===== src/rtl/core/assert_macros.svh =====
// Assertion macros shared by the receiver's RTL files.
// Included by each module that checks its own logic; no other dependencies.
`ifndef ASSERT_MACROS_SVH
`define ASSERT_MACROS_SVH
`ifndef SYNTHESIS
`define SWR_ASSERT(lbl, clk, rst_n, prop, msg) \
  lbl: assert property (@(posedge clk) disable iff (!rst_n) prop) else $error(msg);
`define SWR_ASSERT_NEXT(lbl, clk, rst_n, ante, cons, msg) \
  lbl: assert property (@(posedge clk) disable iff (!rst_n) ante |=> cons) else $error(msg);
`else
`define SWR_ASSERT(lbl, clk, rst_n, prop, msg)
`define SWR_ASSERT_NEXT(lbl, clk, rst_n, ante, cons, msg)
`endif
`endif


===== src/rtl/core/swr_pkg.sv =====
// Package of the sliding-window receiver: widths, codes, word types and CRC function.
// No dependencies; imported by every module of the receiver.
`default_nettype none
package swr_pkg;

  localparam int SEQ_W_DEF   = 32;
  localparam int WORD_W      = 32;
  localparam int DATA_W      = 8;
  localparam int WSIZE_W     = 16;
  localparam int CFG_IDX_W   = 2;
  localparam int CFG_DATA_W  = 16;
  localparam int QDEPTH_DEF  = 4;

  localparam logic [CFG_IDX_W-1:0] REG_SELECTIVE_NACK = 2'd0;
  localparam logic [CFG_IDX_W-1:0] REG_WINDOW_SIZE    = 2'd1;

  localparam logic [WSIZE_W-1:0] WINDOW_SIZE_RST = 16'd4;

  localparam logic [WORD_W-1:0] CRC_POLY = 32'hEDB8_8320;
  localparam logic [WORD_W-1:0] CRC_INIT = 32'hFFFF_FFFF;
  localparam logic [WORD_W-1:0] CNT_MAX  = 32'hFFFF_FFFF;

  typedef enum logic [1:0] {
    KIND_ACKED    = 2'd0,
    KIND_CRC_FAIL = 2'd1,
    KIND_NACK     = 2'd2
  } kind_t;

  typedef struct packed {
    logic [WORD_W-1:0] seq;
    logic              crc_ok;
    logic              retx;
  } mid_t;

  typedef struct packed {
    logic [WORD_W-1:0] reply_seq;
    logic              reply_ack;
    kind_t             reply_kind;
    logic [WORD_W-1:0] window_base;
    logic [WORD_W-1:0] original_count;
    logic [WORD_W-1:0] retransmit_count;
    logic [WORD_W-1:0] last_in_window_seq;
  } res_t;

  function automatic logic [WORD_W-1:0] crc_byte(input logic [WORD_W-1:0] crc,
                                                 input logic [DATA_W-1:0] b);
    logic [WORD_W-1:0] c;
    c = crc ^ {{(WORD_W-DATA_W){1'b0}}, b};
    for (int i = 0; i < DATA_W; i++) begin
      if (c[0]) begin
        c = (c >> 1) ^ CRC_POLY;
      end else begin
        c = c >> 1;
      end
    end
    return c;
  endfunction

  function automatic logic [WORD_W-1:0] sat_inc(input logic [WORD_W-1:0] v);
    return (v == CNT_MAX) ? v : v + 32'd1;
  endfunction

endpackage
`default_nettype wire


===== src/rtl/core/sliding_window_receiver_crc32.sv =====
// Sliding-window receiver with CRC-32 check: a packet's last word is registered into the mid
// queue and its reply into the output queue. One input word and one reply word per cycle
// sustained while no queue is full; the byte-wide CRC step and window compare set the rate.
// Reset is synchronous and active low: it empties both queues, sets the CRC to all ones,
// clears the window start and counters and returns the registers to their defaults.
// Depends on swr_pkg, swr_front, swr_queue and swr_back.
`default_nettype none
module sliding_window_receiver_crc32 import swr_pkg::*; #(
  parameter int SEQ_WIDTH   = SEQ_W_DEF,
  parameter int MIDQ_DEPTH  = QDEPTH_DEF,
  parameter int OUTQ_DEPTH  = QDEPTH_DEF
) (
  input  wire logic                  clk,
  input  wire logic                  rst_n,
  input  wire logic                  cfg_valid,
  output logic                       cfg_ready,
  input  wire logic [CFG_IDX_W-1:0]  cfg_index,
  input  wire logic [CFG_DATA_W-1:0] cfg_data,
  input  wire logic                  in_push,
  output logic                       full,
  input  wire logic [DATA_W-1:0]     in_data_byte,
  input  wire logic                  in_has_byte,
  input  wire logic                  in_last_byte,
  input  wire logic [WORD_W-1:0]     in_seq_number,
  input  wire logic [WORD_W-1:0]     in_expected_crc,
  input  wire logic                  in_is_retransmit,
  output logic                       empty,
  input  wire logic                  pop,
  output logic [WORD_W-1:0]          out_reply_seq,
  output logic                       out_reply_ack,
  output logic [1:0]                 out_reply_kind,
  output logic [WORD_W-1:0]          out_window_base,
  output logic [WORD_W-1:0]          out_original_count,
  output logic [WORD_W-1:0]          out_retransmit_count,
  output logic [WORD_W-1:0]          out_last_in_window_seq
);

  logic               sel_nack_r;
  logic [WSIZE_W-1:0] win_size_r;
  logic               mid_push, mid_full, mid_pop, mid_empty;
  mid_t               mid_wdata, mid_rdata;
  logic               res_push, res_full;
  res_t               res_wdata, res_rdata;

  assign cfg_ready = 1'b1;

  always_ff @(posedge clk) begin
    if (!rst_n) begin
      sel_nack_r <= 1'b0;
      win_size_r <= WINDOW_SIZE_RST;
    end else if (cfg_valid) begin
      if (cfg_index == REG_SELECTIVE_NACK) begin
        sel_nack_r <= cfg_data[0];
      end
      if (cfg_index == REG_WINDOW_SIZE) begin
        win_size_r <= cfg_data[WSIZE_W-1:0];
      end
    end
  end

  swr_front u_front (
    .clk              (clk),
    .rst_n            (rst_n),
    .in_push          (in_push),
    .in_data_byte     (in_data_byte),
    .in_has_byte      (in_has_byte),
    .in_last_byte     (in_last_byte),
    .in_seq_number    (in_seq_number),
    .in_expected_crc  (in_expected_crc),
    .in_is_retransmit (in_is_retransmit),
    .in_full          (full),
    .mid_push         (mid_push),
    .mid_wdata        (mid_wdata),
    .mid_full         (mid_full)
  );

  swr_queue #(
    .WIDTH ($bits(mid_t)),
    .DEPTH (MIDQ_DEPTH)
  ) u_midq (
    .clk   (clk),
    .rst_n (rst_n),
    .push  (mid_push),
    .wdata (mid_wdata),
    .full  (mid_full),
    .pop   (mid_pop),
    .rdata (mid_rdata),
    .empty (mid_empty)
  );

  swr_back #(
    .SEQ_WIDTH (SEQ_WIDTH)
  ) u_back (
    .clk            (clk),
    .rst_n          (rst_n),
    .selective_nack (sel_nack_r),
    .window_size    (win_size_r),
    .mid_empty      (mid_empty),
    .mid_rdata      (mid_rdata),
    .mid_pop        (mid_pop),
    .out_push       (res_push),
    .out_data       (res_wdata),
    .out_full       (res_full)
  );

  swr_queue #(
    .WIDTH ($bits(res_t)),
    .DEPTH (OUTQ_DEPTH)
  ) u_outq (
    .clk   (clk),
    .rst_n (rst_n),
    .push  (res_push),
    .wdata (res_wdata),
    .full  (res_full),
    .pop   (pop),
    .rdata (res_rdata),
    .empty (empty)
  );

  assign out_reply_seq          = res_rdata.reply_seq;
  assign out_reply_ack          = res_rdata.reply_ack;
  assign out_reply_kind         = res_rdata.reply_kind;
  assign out_window_base        = res_rdata.window_base;
  assign out_original_count     = res_rdata.original_count;
  assign out_retransmit_count   = res_rdata.retransmit_count;
  assign out_last_in_window_seq = res_rdata.last_in_window_seq;

endmodule
`default_nettype wire


===== src/rtl/core/swr_queue.sv =====
// Small first-in first-out queue of flip-flops, used between the stages of the receiver.
// Depends on swr_pkg and assert_macros.svh.
`default_nettype none
`include "assert_macros.svh"
module swr_queue import swr_pkg::*; #(
  parameter int WIDTH = 1,
  parameter int DEPTH = QDEPTH_DEF
) (
  input  wire logic             clk,
  input  wire logic             rst_n,
  input  wire logic             push,
  input  wire logic [WIDTH-1:0] wdata,
  output logic                  full,
  input  wire logic             pop,
  output logic [WIDTH-1:0]      rdata,
  output logic                  empty
);

  localparam int PTR_W = (DEPTH > 1) ? $clog2(DEPTH) : 1;
  localparam int CNT_W = $clog2(DEPTH + 1);

  logic [WIDTH-1:0] mem_r [DEPTH];
  logic [PTR_W-1:0] wr_ptr_r, wr_ptr_nxt;
  logic [PTR_W-1:0] rd_ptr_r, rd_ptr_nxt;
  logic [CNT_W-1:0] count_r, count_nxt;
  logic             push_ok, pop_ok;

  assign full    = (count_r == CNT_W'(DEPTH));
  assign empty   = (count_r == '0);
  assign push_ok = push && !full;
  assign pop_ok  = pop && !empty;
  assign rdata   = mem_r[rd_ptr_r];

  always_comb begin
    wr_ptr_nxt = wr_ptr_r;
    rd_ptr_nxt = rd_ptr_r;
    if (push_ok) begin
      wr_ptr_nxt = (wr_ptr_r == PTR_W'(DEPTH - 1)) ? '0 : wr_ptr_r + PTR_W'(1);
    end
    if (pop_ok) begin
      rd_ptr_nxt = (rd_ptr_r == PTR_W'(DEPTH - 1)) ? '0 : rd_ptr_r + PTR_W'(1);
    end
    count_nxt = count_r + CNT_W'(push_ok) - CNT_W'(pop_ok);
  end

  always_ff @(posedge clk) begin
    if (!rst_n) begin
      wr_ptr_r <= '0;
      rd_ptr_r <= '0;
      count_r  <= '0;
    end else begin
      wr_ptr_r <= wr_ptr_nxt;
      rd_ptr_r <= rd_ptr_nxt;
      count_r  <= count_nxt;
    end
  end

  always_ff @(posedge clk) begin
    if (push_ok) begin
      mem_r[wr_ptr_r] <= wdata;
    end
  end

  `SWR_ASSERT(a_count_bound, clk, rst_n, count_r <= CNT_W'(DEPTH), "queue count beyond depth")
  `SWR_ASSERT(a_no_overflow, clk, rst_n, !(push && full), "word pushed into full queue")

endmodule
`default_nettype wire


===== src/rtl/core/swr_front.sv =====
// Front stage: takes payload words, runs the byte-wide CRC-32 and queues finished packets.
// Depends on swr_pkg.
`default_nettype none
module swr_front import swr_pkg::*; (
  input  wire logic              clk,
  input  wire logic              rst_n,
  input  wire logic              in_push,
  input  wire logic [DATA_W-1:0] in_data_byte,
  input  wire logic              in_has_byte,
  input  wire logic              in_last_byte,
  input  wire logic [WORD_W-1:0] in_seq_number,
  input  wire logic [WORD_W-1:0] in_expected_crc,
  input  wire logic              in_is_retransmit,
  output logic                   in_full,
  output logic                   mid_push,
  output mid_t                   mid_wdata,
  input  wire logic              mid_full
);

  logic [WORD_W-1:0] crc_r, crc_nxt;
  logic [WORD_W-1:0] crc_upd;
  logic              accept;

  assign in_full = mid_full;
  assign accept  = in_push && !mid_full;
  assign crc_upd = in_has_byte ? crc_byte(crc_r, in_data_byte) : crc_r;

  always_comb begin
    crc_nxt = crc_r;
    if (accept) begin
      crc_nxt = in_last_byte ? CRC_INIT : crc_upd;
    end
  end

  assign mid_push         = accept && in_last_byte;
  assign mid_wdata.seq    = in_seq_number;
  assign mid_wdata.crc_ok = ((crc_upd ^ CRC_INIT) == in_expected_crc);
  assign mid_wdata.retx   = in_is_retransmit;

  always_ff @(posedge clk) begin
    if (!rst_n) begin
      crc_r <= CRC_INIT;
    end else begin
      crc_r <= crc_nxt;
    end
  end

endmodule
`default_nettype wire


===== src/rtl/core/swr_back.sv =====
// Back stage: window test, counters and reply building for each finished packet.
// Depends on swr_pkg and assert_macros.svh.
`default_nettype none
`include "assert_macros.svh"
module swr_back import swr_pkg::*; #(
  parameter int SEQ_WIDTH = SEQ_W_DEF
) (
  input  wire logic               clk,
  input  wire logic               rst_n,
  input  wire logic               selective_nack,
  input  wire logic [WSIZE_W-1:0] window_size,
  input  wire logic               mid_empty,
  input  wire mid_t               mid_rdata,
  output logic                    mid_pop,
  output logic                    out_push,
  output res_t                    out_data,
  input  wire logic               out_full
);

  localparam int CMP_W = (SEQ_WIDTH > WSIZE_W) ? SEQ_WIDTH : WSIZE_W;

  logic [SEQ_WIDTH-1:0] win_start_r, win_start_nxt;
  logic [SEQ_WIDTH-1:0] latest_r, latest_nxt;
  logic [WORD_W-1:0]    orig_r, orig_nxt;
  logic [WORD_W-1:0]    retx_r, retx_nxt;
  logic [SEQ_WIDTH-1:0] seq_s, seq_off;
  logic                 go, in_win;
  kind_t                kind;

  assign go      = !mid_empty && !out_full;
  assign mid_pop = go;
  assign seq_s   = mid_rdata.seq[SEQ_WIDTH-1:0];
  assign seq_off = seq_s - win_start_r;
  assign in_win  = (CMP_W'(seq_off) < CMP_W'(window_size));

  always_comb begin
    win_start_nxt = win_start_r;
    latest_nxt    = latest_r;
    orig_nxt      = orig_r;
    retx_nxt      = retx_r;
    kind          = KIND_NACK;
    if (in_win) begin
      latest_nxt = seq_s;
      if (mid_rdata.retx) begin
        retx_nxt = sat_inc(retx_r);
      end else begin
        orig_nxt = sat_inc(orig_r);
      end
      if (mid_rdata.crc_ok) begin
        kind          = KIND_ACKED;
        win_start_nxt = win_start_r + SEQ_WIDTH'(1);
      end else begin
        kind = KIND_CRC_FAIL;
      end
    end
  end

  assign out_push                    = go && (in_win || selective_nack);
  assign out_data.reply_seq          = WORD_W'(seq_s);
  assign out_data.reply_ack          = (kind == KIND_ACKED);
  assign out_data.reply_kind         = kind;
  assign out_data.window_base        = WORD_W'(win_start_nxt);
  assign out_data.original_count     = orig_nxt;
  assign out_data.retransmit_count   = retx_nxt;
  assign out_data.last_in_window_seq = WORD_W'(latest_nxt);

  always_ff @(posedge clk) begin
    if (!rst_n) begin
      win_start_r <= '0;
      latest_r    <= '0;
      orig_r      <= '0;
      retx_r      <= '0;
    end else if (go) begin
      win_start_r <= win_start_nxt;
      latest_r    <= latest_nxt;
      orig_r      <= orig_nxt;
      retx_r      <= retx_nxt;
    end
  end

  `SWR_ASSERT_NEXT(a_window_hold, clk, rst_n, !go, $stable(win_start_r), "window moved while idle")
  `SWR_ASSERT(a_ack_kind, clk, rst_n, !out_push || (out_data.reply_ack == (kind == KIND_ACKED)), "ack disagrees with kind")

endmodule
`default_nettype wire


===== config.mk =====
export PLATFORM = sky130hd
export DESIGN_NAME = sliding_window_receiver_crc32
export DESIGN_NICKNAME = d
export VERILOG_FILES = /design/src/rtl/core/swr_pkg.sv /design/src/rtl/core/sliding_window_receiver_crc32.sv /design/src/rtl/core/swr_queue.sv /design/src/rtl/core/swr_front.sv /design/src/rtl/core/swr_back.sv
export VERILOG_INCLUDE_DIRS = /design/src /design/src/rtl/core
export SDC_FILE = /design/constraint.sdc
export NUM_CORES = 1
export LEC_CHECK = 0
export ABC_AREA = 1
export CELL_PAD_IN_SITES_DETAIL_PLACEMENT = 1
export CELL_PAD_IN_SITES_GLOBAL_PLACEMENT = 2
export CORE_MARGIN = 8
export CORE_UTILIZATION = 30
export DETAILED_ROUTE_END_ITERATION = 10
export DONT_BUFFER_PORTS = 1
export PLACE_DENSITY_LB_ADDON = 0.1
export SETUP_SLACK_MARGIN = 0.4
export SYNTH_ARGS = -nofsm -noshare
export SYNTH_HDL_FRONTEND = slang
export SYNTH_SLANG_ARGS = --single-unit

===== constraint.sdc =====
create_clock -name clk -period 20.6 [get_ports clk]
set_clock_uncertainty 0.05 [all_clocks]
set_input_delay 2.06 -clock clk [delete_from_list [all_inputs] [get_ports clk]]
set_output_delay 2.06 -clock clk [all_outputs]
set_load 0.005 [all_outputs]

**Word-level counts from Yosys, hierarchy flattened**

Memories as Yosys holds them, arrays and structs flattened. A register that Yosys moved wholly into a read port is not among the register bits.
Index checks and enable logic that the tools add are counted.

- $add $sub $neg: 12
- Order comparisons: 1
- Equality and inequality tests: 10
- Muxes and demuxes: 33
- Bitwise gates (word level): 10
- Reductions and logical operators: 19

Operator list:

| cell | number |
|---|---|
| 32-bit 2-to-1 mux | 19 |
| 13-bit NOT with 14-bit output | 8 |
| 32-bit by 1-bit adder with 32-bit output (second input constant) | 3 |
| 32-bit equality test (second input constant) | 2 |
| 32-bit equality test | 1 |
| 32-bit by 16-bit less-than comparator with 1-bit output | 1 |
| 32-bit NOT | 1 |
| 32-bit subtractor | 1 |
| 32-bit by 8-bit bitwise XOR with 32-bit output | 1 |
| 2-bit 2-to-1 mux | 9 |
| 2-bit by 1-bit adder with 2-bit output (second input constant) | 4 |
| 2-bit equality test (second input constant) | 4 |
| 1-bit logical AND | 8 |
| 3-bit by 1-bit adder with 3-bit output | 2 |
| 3-bit equality test (second input constant) | 2 |
| 3-bit zero test | 2 |
| 3-bit by 1-bit subtractor with 3-bit output | 2 |
| 1-bit 2-to-1 mux | 5 |
| 1-bit zero test | 4 |
| 2-bit zero test | 2 |
| 2-bit AND reduction | 2 |
| 2-bit by 1-bit equality test with 1-bit output (second input constant) | 1 |
| 1-bit logical OR | 1 |

- Bits in registers: 191
- Memory bits (writable): 788
- Input bits: 98
- Output and inout port bits: 166
- Memories kept: 2

Memory list:

| name | depth | width | rd ports | clocked after memory_dff | wr ports | line | text |
|---|---|---|---|---|---|---|---|
| u_outq.mem_r | 4 | 163 | 1 | 1 | 1 | swr_queue.sv:22 | `logic [WIDTH-1:0] mem_r [DEPTH];` |
| u_midq.mem_r | 4 | 34 | 1 | 1 | 1 | swr_queue.sv:22 |  |

**Longest topological paths before layout**

Gate-level depths: netlist (run 1).

- Word-level depth: 20
- Mapped depth: 32
- Depth with buffers taken out: 30

**By module**

A second synthesis (run 1) with hierarchy kept.

- Cell total of the unflattened synthesis: 5538
- Area, all modules: 49154.6 sq um

Modules (own cells, without submodules):

| module | times used | cells each | area an instance (sq um) |
|---|---|---|---|
| swr_queue (u_outq) | 1 | 1647 | 24486.0 |
| swr_back | 1 | 2663 | 14355.0 |
| swr_queue (u_midq) | 1 | 400 | 5750.5 |
| swr_front | 1 | 718 | 3838.7 |
| sliding_window_receiver_crc32 | 1 | 110 | 724.4 |

**Least setup slack after synthesis (run 1)**

Ideal clock, no wire load.

- Path type: flip-flop to flip-flop
- Start point: register (tool-made name)
- End point: memory u_outq.mem_r[0][0] (netlist name), enable pin
- Library setup time: 0.689 ns
- Arrival time: 10.721 ns
- Required time: 19.861 ns
- Path slack: 9.141 ns
- Cell stages (with the launch flop): 29
- Path buffers: 2
- Cell sequence: dfxtp_1 inv_2 clkbuf_1 clkbuf_1 nand2_1 a32oi_1 inv_1 ha_1 fa_1 inv_1 nand2_1 nand2_1 nand3_1 nand2_1 nand2_1 nand2_1 xor2_1 ha_1 a21oi_1 nor2_1 a211oi_1 nand3_1 nor2_1 nand3_1 nor2_1 nand3_2 nand2_1 nand2_1 nor2_1

RTL lines:

| element | line |
|---|---|
| to (decl) | swr_queue.sv:22 |

==> impl_metrics.env, run 1 <==
export IMPL_pin_count_of_the_biggest_net_entering_global_routing=144
export IMPL_final_max_slew_violation_count=0
export IMPL_global_route_peak_usage_layer="met2"
export IMPL_post_synth_xor_area_fraction_pct=2.33
export IMPL_synth_cells=5260
export IMPL_finalSetupViolations=0
export IMPL_total_setup_buffers_inserted_after_cts=0
export IMPL_criticalPathCategory="reg2reg"
export IMPL_unrepaired_setup_endpoints_after_global_routing="no"
export IMPL_async_reset_ff_share_pct=0
export IMPL_cpMaxStageDelayCell="sky130_fd_sc_hd__o22ai_1"
export IMPL_timing_critical_path_slowest_cell_delay_ns=0.76
export IMPL_cts_sinks=983
export IMPL_num_nets_final=5349
export IMPL_fp_dieH_um=413
export IMPL_synth_ff_type="sky130_fd_sc_hd__edfxtp_1"
export IMPL_vias=36700
export IMPL_yosys_area_top_type="sky130_fd_sc_hd__edfxtp_1"
export IMPL_leakagePower_nw=21.0
export IMPL_row_count=146
export IMPL_postPlaceCellArea_um2=49600
export IMPL_cts_clk_slew_worst_paths_ns=0.06
export IMPL_cap_violations=0
export IMPL_cts_hold_buffers_added=0
export IMPL_fin_tns_setup_ns=0
export IMPL_cts_max_level=3
export IMPL_die_area_um2=171000
export IMPL_critical_path_s_top_delay_family="buffers and inverters"
export IMPL_adder_cell_area_share_of_the_yosys_netlist_pct=1.84
export IMPL_timing_hold_violations_final=0
export IMPL_yosysWarningCount=0
export IMPL_sequential_area_share_after_synthesis_pct=58.2
export IMPL_worst_setup_path_end_kind="flop"
export IMPL_gr_usage_met1_pct=27.1
export IMPL_drc=0
export IMPL_startpoint_of_the_most_critical_hold_path="win_size_r[5]"
export IMPL_post_dp_hpwl_um=113000
export IMPL_drive_above_1_share_pct=5.64
export IMPL_initial_utilization_pct=30.0
export IMPL_grt_util_met2_pct=31.4
export IMPL_vdd_ir_drop_max_mv=0.181
export IMPL_synth_area_leaders="sky130_fd_sc_hd__edfxtp_1 (50%), sky130_fd_sc_hd__nand2_1 (9.3%), sky130_fd_sc_hd__dfxtp_1 (8.2%)"
export IMPL_viasPerCell=4.99
export IMPL_ys_ff_latch=983
export IMPL_synth_area_um2=47400
export IMPL_worst_reg2reg_setup_slack_ns=12.79
export IMPL_post_synth_mux_area_share_pct=0
export IMPL_gp_routability_congestion=0.830
export IMPL_cts_tree="yes"
export IMPL_antenna_found_initial=3
export IMPL_hold_path_class="reg2reg"
export IMPL_syn_avg_cell_area_um2=9.00
export IMPL_synth_top_cell_area_share_pct=50.0
export IMPL_timing_slew_headroom_pct=26.2
export IMPL_cp_buffers_inverters=6
export IMPL_run_status="finished clean"
export IMPL_timing_rr_end="u_outq.mem_r[1][26]"
export IMPL_numPortBuffers=0
export IMPL_min_period_over_period_pct=37.9
export IMPL_post_synth_and_or_nand_nor_area_fraction_pct=20.7
export IMPL_postLayoutCellArea_um2=53400
export IMPL_drtPass1Iterations=5
export IMPL_clock_insertion_delay_worst_skew_ns=0.74
export IMPL_worst_slew_pin_transition_ns=1.11
export IMPL_route_antenna_remaining_nets=0
export IMPL_coreArea_um2=158000
export IMPL_area_growth_pct=12.7
export IMPL_worstPathRequired_ns=20.92
export IMPL_detail_route_iter0_violations=2171
export IMPL_layout_cells_most_common="sky130_fd_sc_hd__nand2_1"
export IMPL_boundaryPins=264
export IMPL_synth_top_family_by_area="simple AND/OR/NAND/NOR gates"
export IMPL_fillers=18000
export IMPL_layout_min_cycle_time_ns=7.81
export IMPL_cp_depth=27
export IMPL_reg2regPathDepth=27
export IMPL_grt_overflow=0
export IMPL_cts_resized=0
export IMPL_routed_wirelength_um=170000
export IMPL_most_common_layout_cells="sky130_fd_sc_hd__nand2_1 (1176), sky130_fd_sc_hd__edfxtp_1 (788), sky130_fd_sc_hd__nor2_1 (634), sky130_fd_sc_hd__o21ai_0 (560), sky130_fd_sc_hd__inv_1 (484)"
export IMPL_first_global_vias=37500
export IMPL_post_synth_edffs=788
export IMPL_synth_area_in_compound_gates_pct=10.6
export IMPL_clock_tree_root_cell="sky130_fd_sc_hd__clkbuf_16"
export IMPL_number_of_buffers_added_by_the_clock_tree_synthesis_step=115
export IMPL_synthesis_nets=5426
export IMPL_critPathArrivalTime_ns=8.13
export IMPL_critPathCapture="u_outq.mem_r[1][26]"
export IMPL_cp_common_cell="sky130_fd_sc_hd__nand2_1"
export IMPL_worst_path_maximum_fanout=69
export IMPL_global_route_wire_length_before_repair_um=252000
export IMPL_layout_core_utilization_pct=33.9
export IMPL_power_per_cell_area_nw_per_um2=154
export IMPL_die_span_in_x_um=413
export IMPL_clock_tree_buffer_depth=3
export IMPL_avgRoutedWirePerCell_um=23.0
export IMPL_yosysUniqueCellTypes=41
export IMPL_achievable_frequency_ghz=0.128
export IMPL_grtUsageTotal_pct=19.4
export IMPL_use_met3_pct=3.41
export IMPL_kind_of_start_point_of_the_critical_path="flop"
[through the flow]
| step | std cells | hold WS (ns) | power (mW) | setup WS [ns] |
|---|---|---|---|---|
| floorplan | 5260 | 0.383 | 4.88 | 9.14 |
| global placement | 7138 | 0.402 | 6.25 | 12.77 |
| detailed placement | 7138 | 0.407 | 6.28 | 12.68 |
| CTS | 7354 | 0.415 | 8.39 | 12.65 |
| global route | 7354 | 0.450 | 8.84 | 12.09 |
| finish | 7357 | 0.410 | 8.22 | 12.79 |
[worst register-to-register path: cells and delay by family, from the launching register on]
kind,cells,cell delay [ns]
xor gates and xnor gates,1,0.17
AOI/OAI and AO/OA,5,1.57
DFF,1,0.31
buffers and inverters,6,2.42
adders and majority gates,2,0.71
and+or+nand+nor,13,2.21
[final cells by class]
cell class	count	area (um2)	area share (%)
well taps	2072	2590	4.85
clock buffers	137	3010	5.64
repair buffers	73	573	1.07
inverters	504	1910	3.58
flip-flops and latches	983	27600	51.6
diodes	3	7.51	0.0141
multi-input cells	3506	16900	31.7
clock inverters	79	808	1.51
[flip-flops by register name, summed over array words and instances (netlist names), named ones only]
name,count
u_outq.count_r,3
u_back.orig_r,32
u_back.latest_r,32
u_outq.rd_ptr_r,2
u_back.win_start_r,32
sel_nack_r,1
u_midq.count_r,3
u_outq.wr_ptr_r,2
u_midq.wr_ptr_r,2
u_back.retx_r,32
u_outq.mem_r,652
u_front.crc_r,32
u_midq.mem_r,136
win_size_r,16
u_midq.rd_ptr_r,2
[metal layers]
layer,vias to the layer above,wire (um)
met5,-,23
met4,4,3830
met3,161,7540
met2,552,76600
met1,18300,81600
li1,17700,-
[cell families (layout without fill, tap and decap cells)]
group | after synthesis | count (layout)
and+or+nand+nor | 2367 | 2367
DFF | 983 | 983
AOI/OAI and AO/OA | 944 | 944
buffers and inverters | 771 | 793
xor gates and xnor gates | 126 | 126
adders and majority gates | 68 | 68
other | 1 | 4
[how the worst min path moves through the flow]
stage,depth (start not counted),slack [ns],to
4_1_cts,2,0.42,win_size_r[5]
3_5_place_dp,2,0.41,win_size_r[5]
3_3_place_gp,2,0.40,u_front.crc_r[24]
5_1_grt,2,0.45,win_size_r[3]
2_1_floorplan,2,0.38,win_size_r[6]
6_report,2,0.41,win_size_r[5]
[power by group]
group / switching (mW) / leakage [nW] / internal [mW]
registers: 0.133 / 8.81 / 2.43
logic: 2.68 / 10.3 / 0.919
clock network: 0.860 / 1.86 / 1.20
total: 3.67 / 21.0 / 4.55
[Yosys cell counts, drive strengths merged (49+ instances only)]
| cell type | number |
|---|---|
| ha | 65 |
| nand3 | 329 |
| o21ai | 560 |
| xor2 | 103 |
| a21oi | 175 |
| o22ai | 192 |
| nand2 | 1181 |
| inv | 496 |
| nor3 | 49 |
| nand4 | 115 |
| buf | 59 |
| clkbuf | 208 |
| edfxtp | 788 |
| dfxtp | 195 |
| nor2 | 645 |
Note: power is estimated with default switching activity, not from simulation.
==> run 2: changes to the inputs <==
- clock period: 20.6 -> 6.4 ns (I/O delays scaled with it)
==> run 2 against run 1 <==
Compared with the run above: setup slack worse by 12 ns; flip-flop and latch count unchanged; register-to-register slack worse by 12 ns; die area unchanged; clock power rose to 3.2 times the previous value; routed wire length down 0.42%; critical path type unchanged; highest routed layer is now met4.
==> impl_metrics.env, run 2 (synthesis results as in run 1) <==
export IMPL_drive_above_1_share_pct=6.63
export IMPL_worst_setup_path_end_kind="flop"
export IMPL_num_nets_final=5411
export IMPL_flip_flop_count_of_the_largest_register_after_layout=652
export IMPL_cap_violations=0
export IMPL_cts_tree="yes"
export IMPL_fp_dieH_um=413
export IMPL_critPathArrivalTime_ns=6.02
export IMPL_cp_buffers_inverters=5
export IMPL_grtUsageTotal_pct=19.3
export IMPL_worst_slew_pin_transition_ns=1.19
export IMPL_critical_path_s_top_delay_family="simple AND/OR/NAND/NOR gates"
export IMPL_final_max_slew_violation_count=0
export IMPL_area_growth_pct=15.0
export IMPL_drc=0
export IMPL_viasPerCell=4.98
export IMPL_die_span_in_x_um=413
export IMPL_boundaryPins=264
export IMPL_kind_of_start_point_of_the_critical_path="flop"
export IMPL_cts_resized=0
export IMPL_numPortBuffers=0
export IMPL_die_area_um2=171000
export IMPL_min_period_over_period_pct=88.0
export IMPL_multi_input_area_um2=17200
export IMPL_first_global_vias=38000
export IMPL_achievable_frequency_ghz=0.178
export IMPL_leakagePower_nw=21.3
export IMPL_cts_sinks=983
export IMPL_layout_cells_most_common="sky130_fd_sc_hd__nand2_1"
export IMPL_number_of_buffers_added_by_the_clock_tree_synthesis_step=113
export IMPL_clock_tree_root_cell="sky130_fd_sc_hd__clkbuf_16"
export IMPL_largest_register="u_outq.mem_r"
export IMPL_avgRoutedWirePerCell_um=22.8
export IMPL_detail_route_iter0_violations=2175
export IMPL_drtPass1Iterations=5
export IMPL_clock_tree_buffer_depth=3
export IMPL_post_dp_hpwl_um=113000
export IMPL_layout_min_cycle_time_ns=5.63
export IMPL_criticalPathCategory="reg2reg"
export IMPL_critical_path_cell_chain="inv_2, buf_4, o21ai_0, o22ai_1, ha_1, nand2_1, nor2_1, buf_4, inv_2, nor3_1, nand2_1, nand3_1, nand2_1, nor2_1, nand2_1, nor2_4, nand3_4, buf_4, nand2_1, nand2_1"
export IMPL_fin_tns_setup_ns=0
export IMPL_pin_count_of_the_biggest_net_entering_global_routing=208
export IMPL_seqCellArea_um2=27600
export IMPL_cts_clk_slew_worst_paths_ns=0.06
export IMPL_reg_top3="u_outq.mem_r: 652 flops, u_midq.mem_r: 136 flops"
export IMPL_timing_critical_path_slowest_cell_delay_ns=0.67
export IMPL_coreArea_um2=158000
export IMPL_cts_max_level=3
export IMPL_route_antenna_remaining_nets=0
export IMPL_finalSetupViolations=0
export IMPL_preCtsSetupSlack_ns=0.694
export IMPL_power_per_cell_area_nw_per_um2=493
export IMPL_vias=36900
export IMPL_antenna_found_initial=4
export IMPL_timing_slew_headroom_pct=20.6
export IMPL_timing_hold_violations_final=0
export IMPL_unrepaired_setup_endpoints_after_global_routing="no"
export IMPL_run_status="finished clean"
export IMPL_gp_routability_congestion=0.810
export IMPL_most_common_layout_cells="sky130_fd_sc_hd__nand2_1 (1169), sky130_fd_sc_hd__edfxtp_1 (788), sky130_fd_sc_hd__nor2_1 (630), sky130_fd_sc_hd__o21ai_0 (548), sky130_fd_sc_hd__inv_1 (485)"
export IMPL_worst_path_maximum_fanout=35
export IMPL_global_route_wire_length_before_repair_um=251000
export IMPL_initial_utilization_pct=30.0
export IMPL_fillers=18000
export IMPL_grt_overflow=0
export IMPL_worstPathRequired_ns=6.79
export IMPL_routed_wirelength_um=169000
export IMPL_hold_path_class="in2reg"
export IMPL_cpMaxStageDelayCell="sky130_fd_sc_hd__o22ai_1"
export IMPL_row_count=146
export IMPL_clock_insertion_delay_worst_skew_ns=0.73
export IMPL_finalWorstSetupSlack_ns=0.769
export IMPL_cp_common_cell="sky130_fd_sc_hd__nand2_1"
export IMPL_vdd_ir_drop_max_mv=1.24
-- run 2: cell types whose count changed in the layout (fill, tap and decap cells not counted), moves of 11 or more --
cell / previous run / this run
sky130_fd_sc_hd__o21ai_0: 560 / 548
sky130_fd_sc_hd__o22ai_2: 1 / 12
sky130_fd_sc_hd__clkbuf_1: 18 / 30
sky130_fd_sc_hd__buf_12: 2 / 21
sky130_fd_sc_hd__o22ai_1: 191 / 179
sky130_fd_sc_hd__clkinv_2: 27 / 16
sky130_fd_sc_hd__dlygate4sd3_1: 0 / 40
-- run 2: layout make-up --
class	count	area share (%)
diodes	1	0.00459
flip-flops and latches	983	50.6
multi-input cells	3506	31.6
repair buffers	137	2.55
well taps	2072	4.76
clock buffers	149	5.57
inverters	504	3.51
clock inverters	64	1.43
-- run 2: routing by layer --
layer,up-vias,wire length (um),global-route usage (%)
li1,17900,-,-
met2,553,76900,31.5
met5,-,0,0
met4,0,4030,4.99
met3,185,8120,3.81
met1,18300,79800,26.4
-- run 2: what timing repair did --
action	4_1_cts	5_1_grt
buffers inserted	0	2
hold buffers	40	0
setup endpoints to repair	0	88
hold endpoints to repair	156	0
-- run 2: power by group --
group / switching, mW / internal (mW) / total [mW] / leakage, nW
sequential: 0.447 / 7.83 / 8.27 / 8.81
combinational: 8.73 / 3.19 / 11.9 / 10.7
clock: 2.72 / 3.91 / 6.63 / 1.83
total: 11.9 / 14.9 / 26.8 / 21.3
-- run 2: per-stage QoR --
stage	utilization (%)	instances	power (mW)	area, um2	hold slack (ns)
floorplan	-	5260	15.9	47800	0.383
global placement	31.9	7160	20.5	50200	0.402
detailed placement	31.9	7160	20.6	50200	0.415
CTS	34.5	7413	27.4	54500	0.0106
global route	34.6	7415	28.8	54500	0.0624
finish	34.6	7416	26.8	54500	0.0839
-- run 2: worst paths after layout --
kind                 startpoint             endpoint  slack (ns)  cells after the start
setup / recovery           flop  u_outq.mem_r[0][53]        0.77                     20
setup reg to reg           flop  u_outq.mem_r[0][53]        0.77                     20
hold / removal            rst_n                 flop        0.08                      2
hold reg to reg   win_size_r[1]        win_size_r[1]        0.42                      2
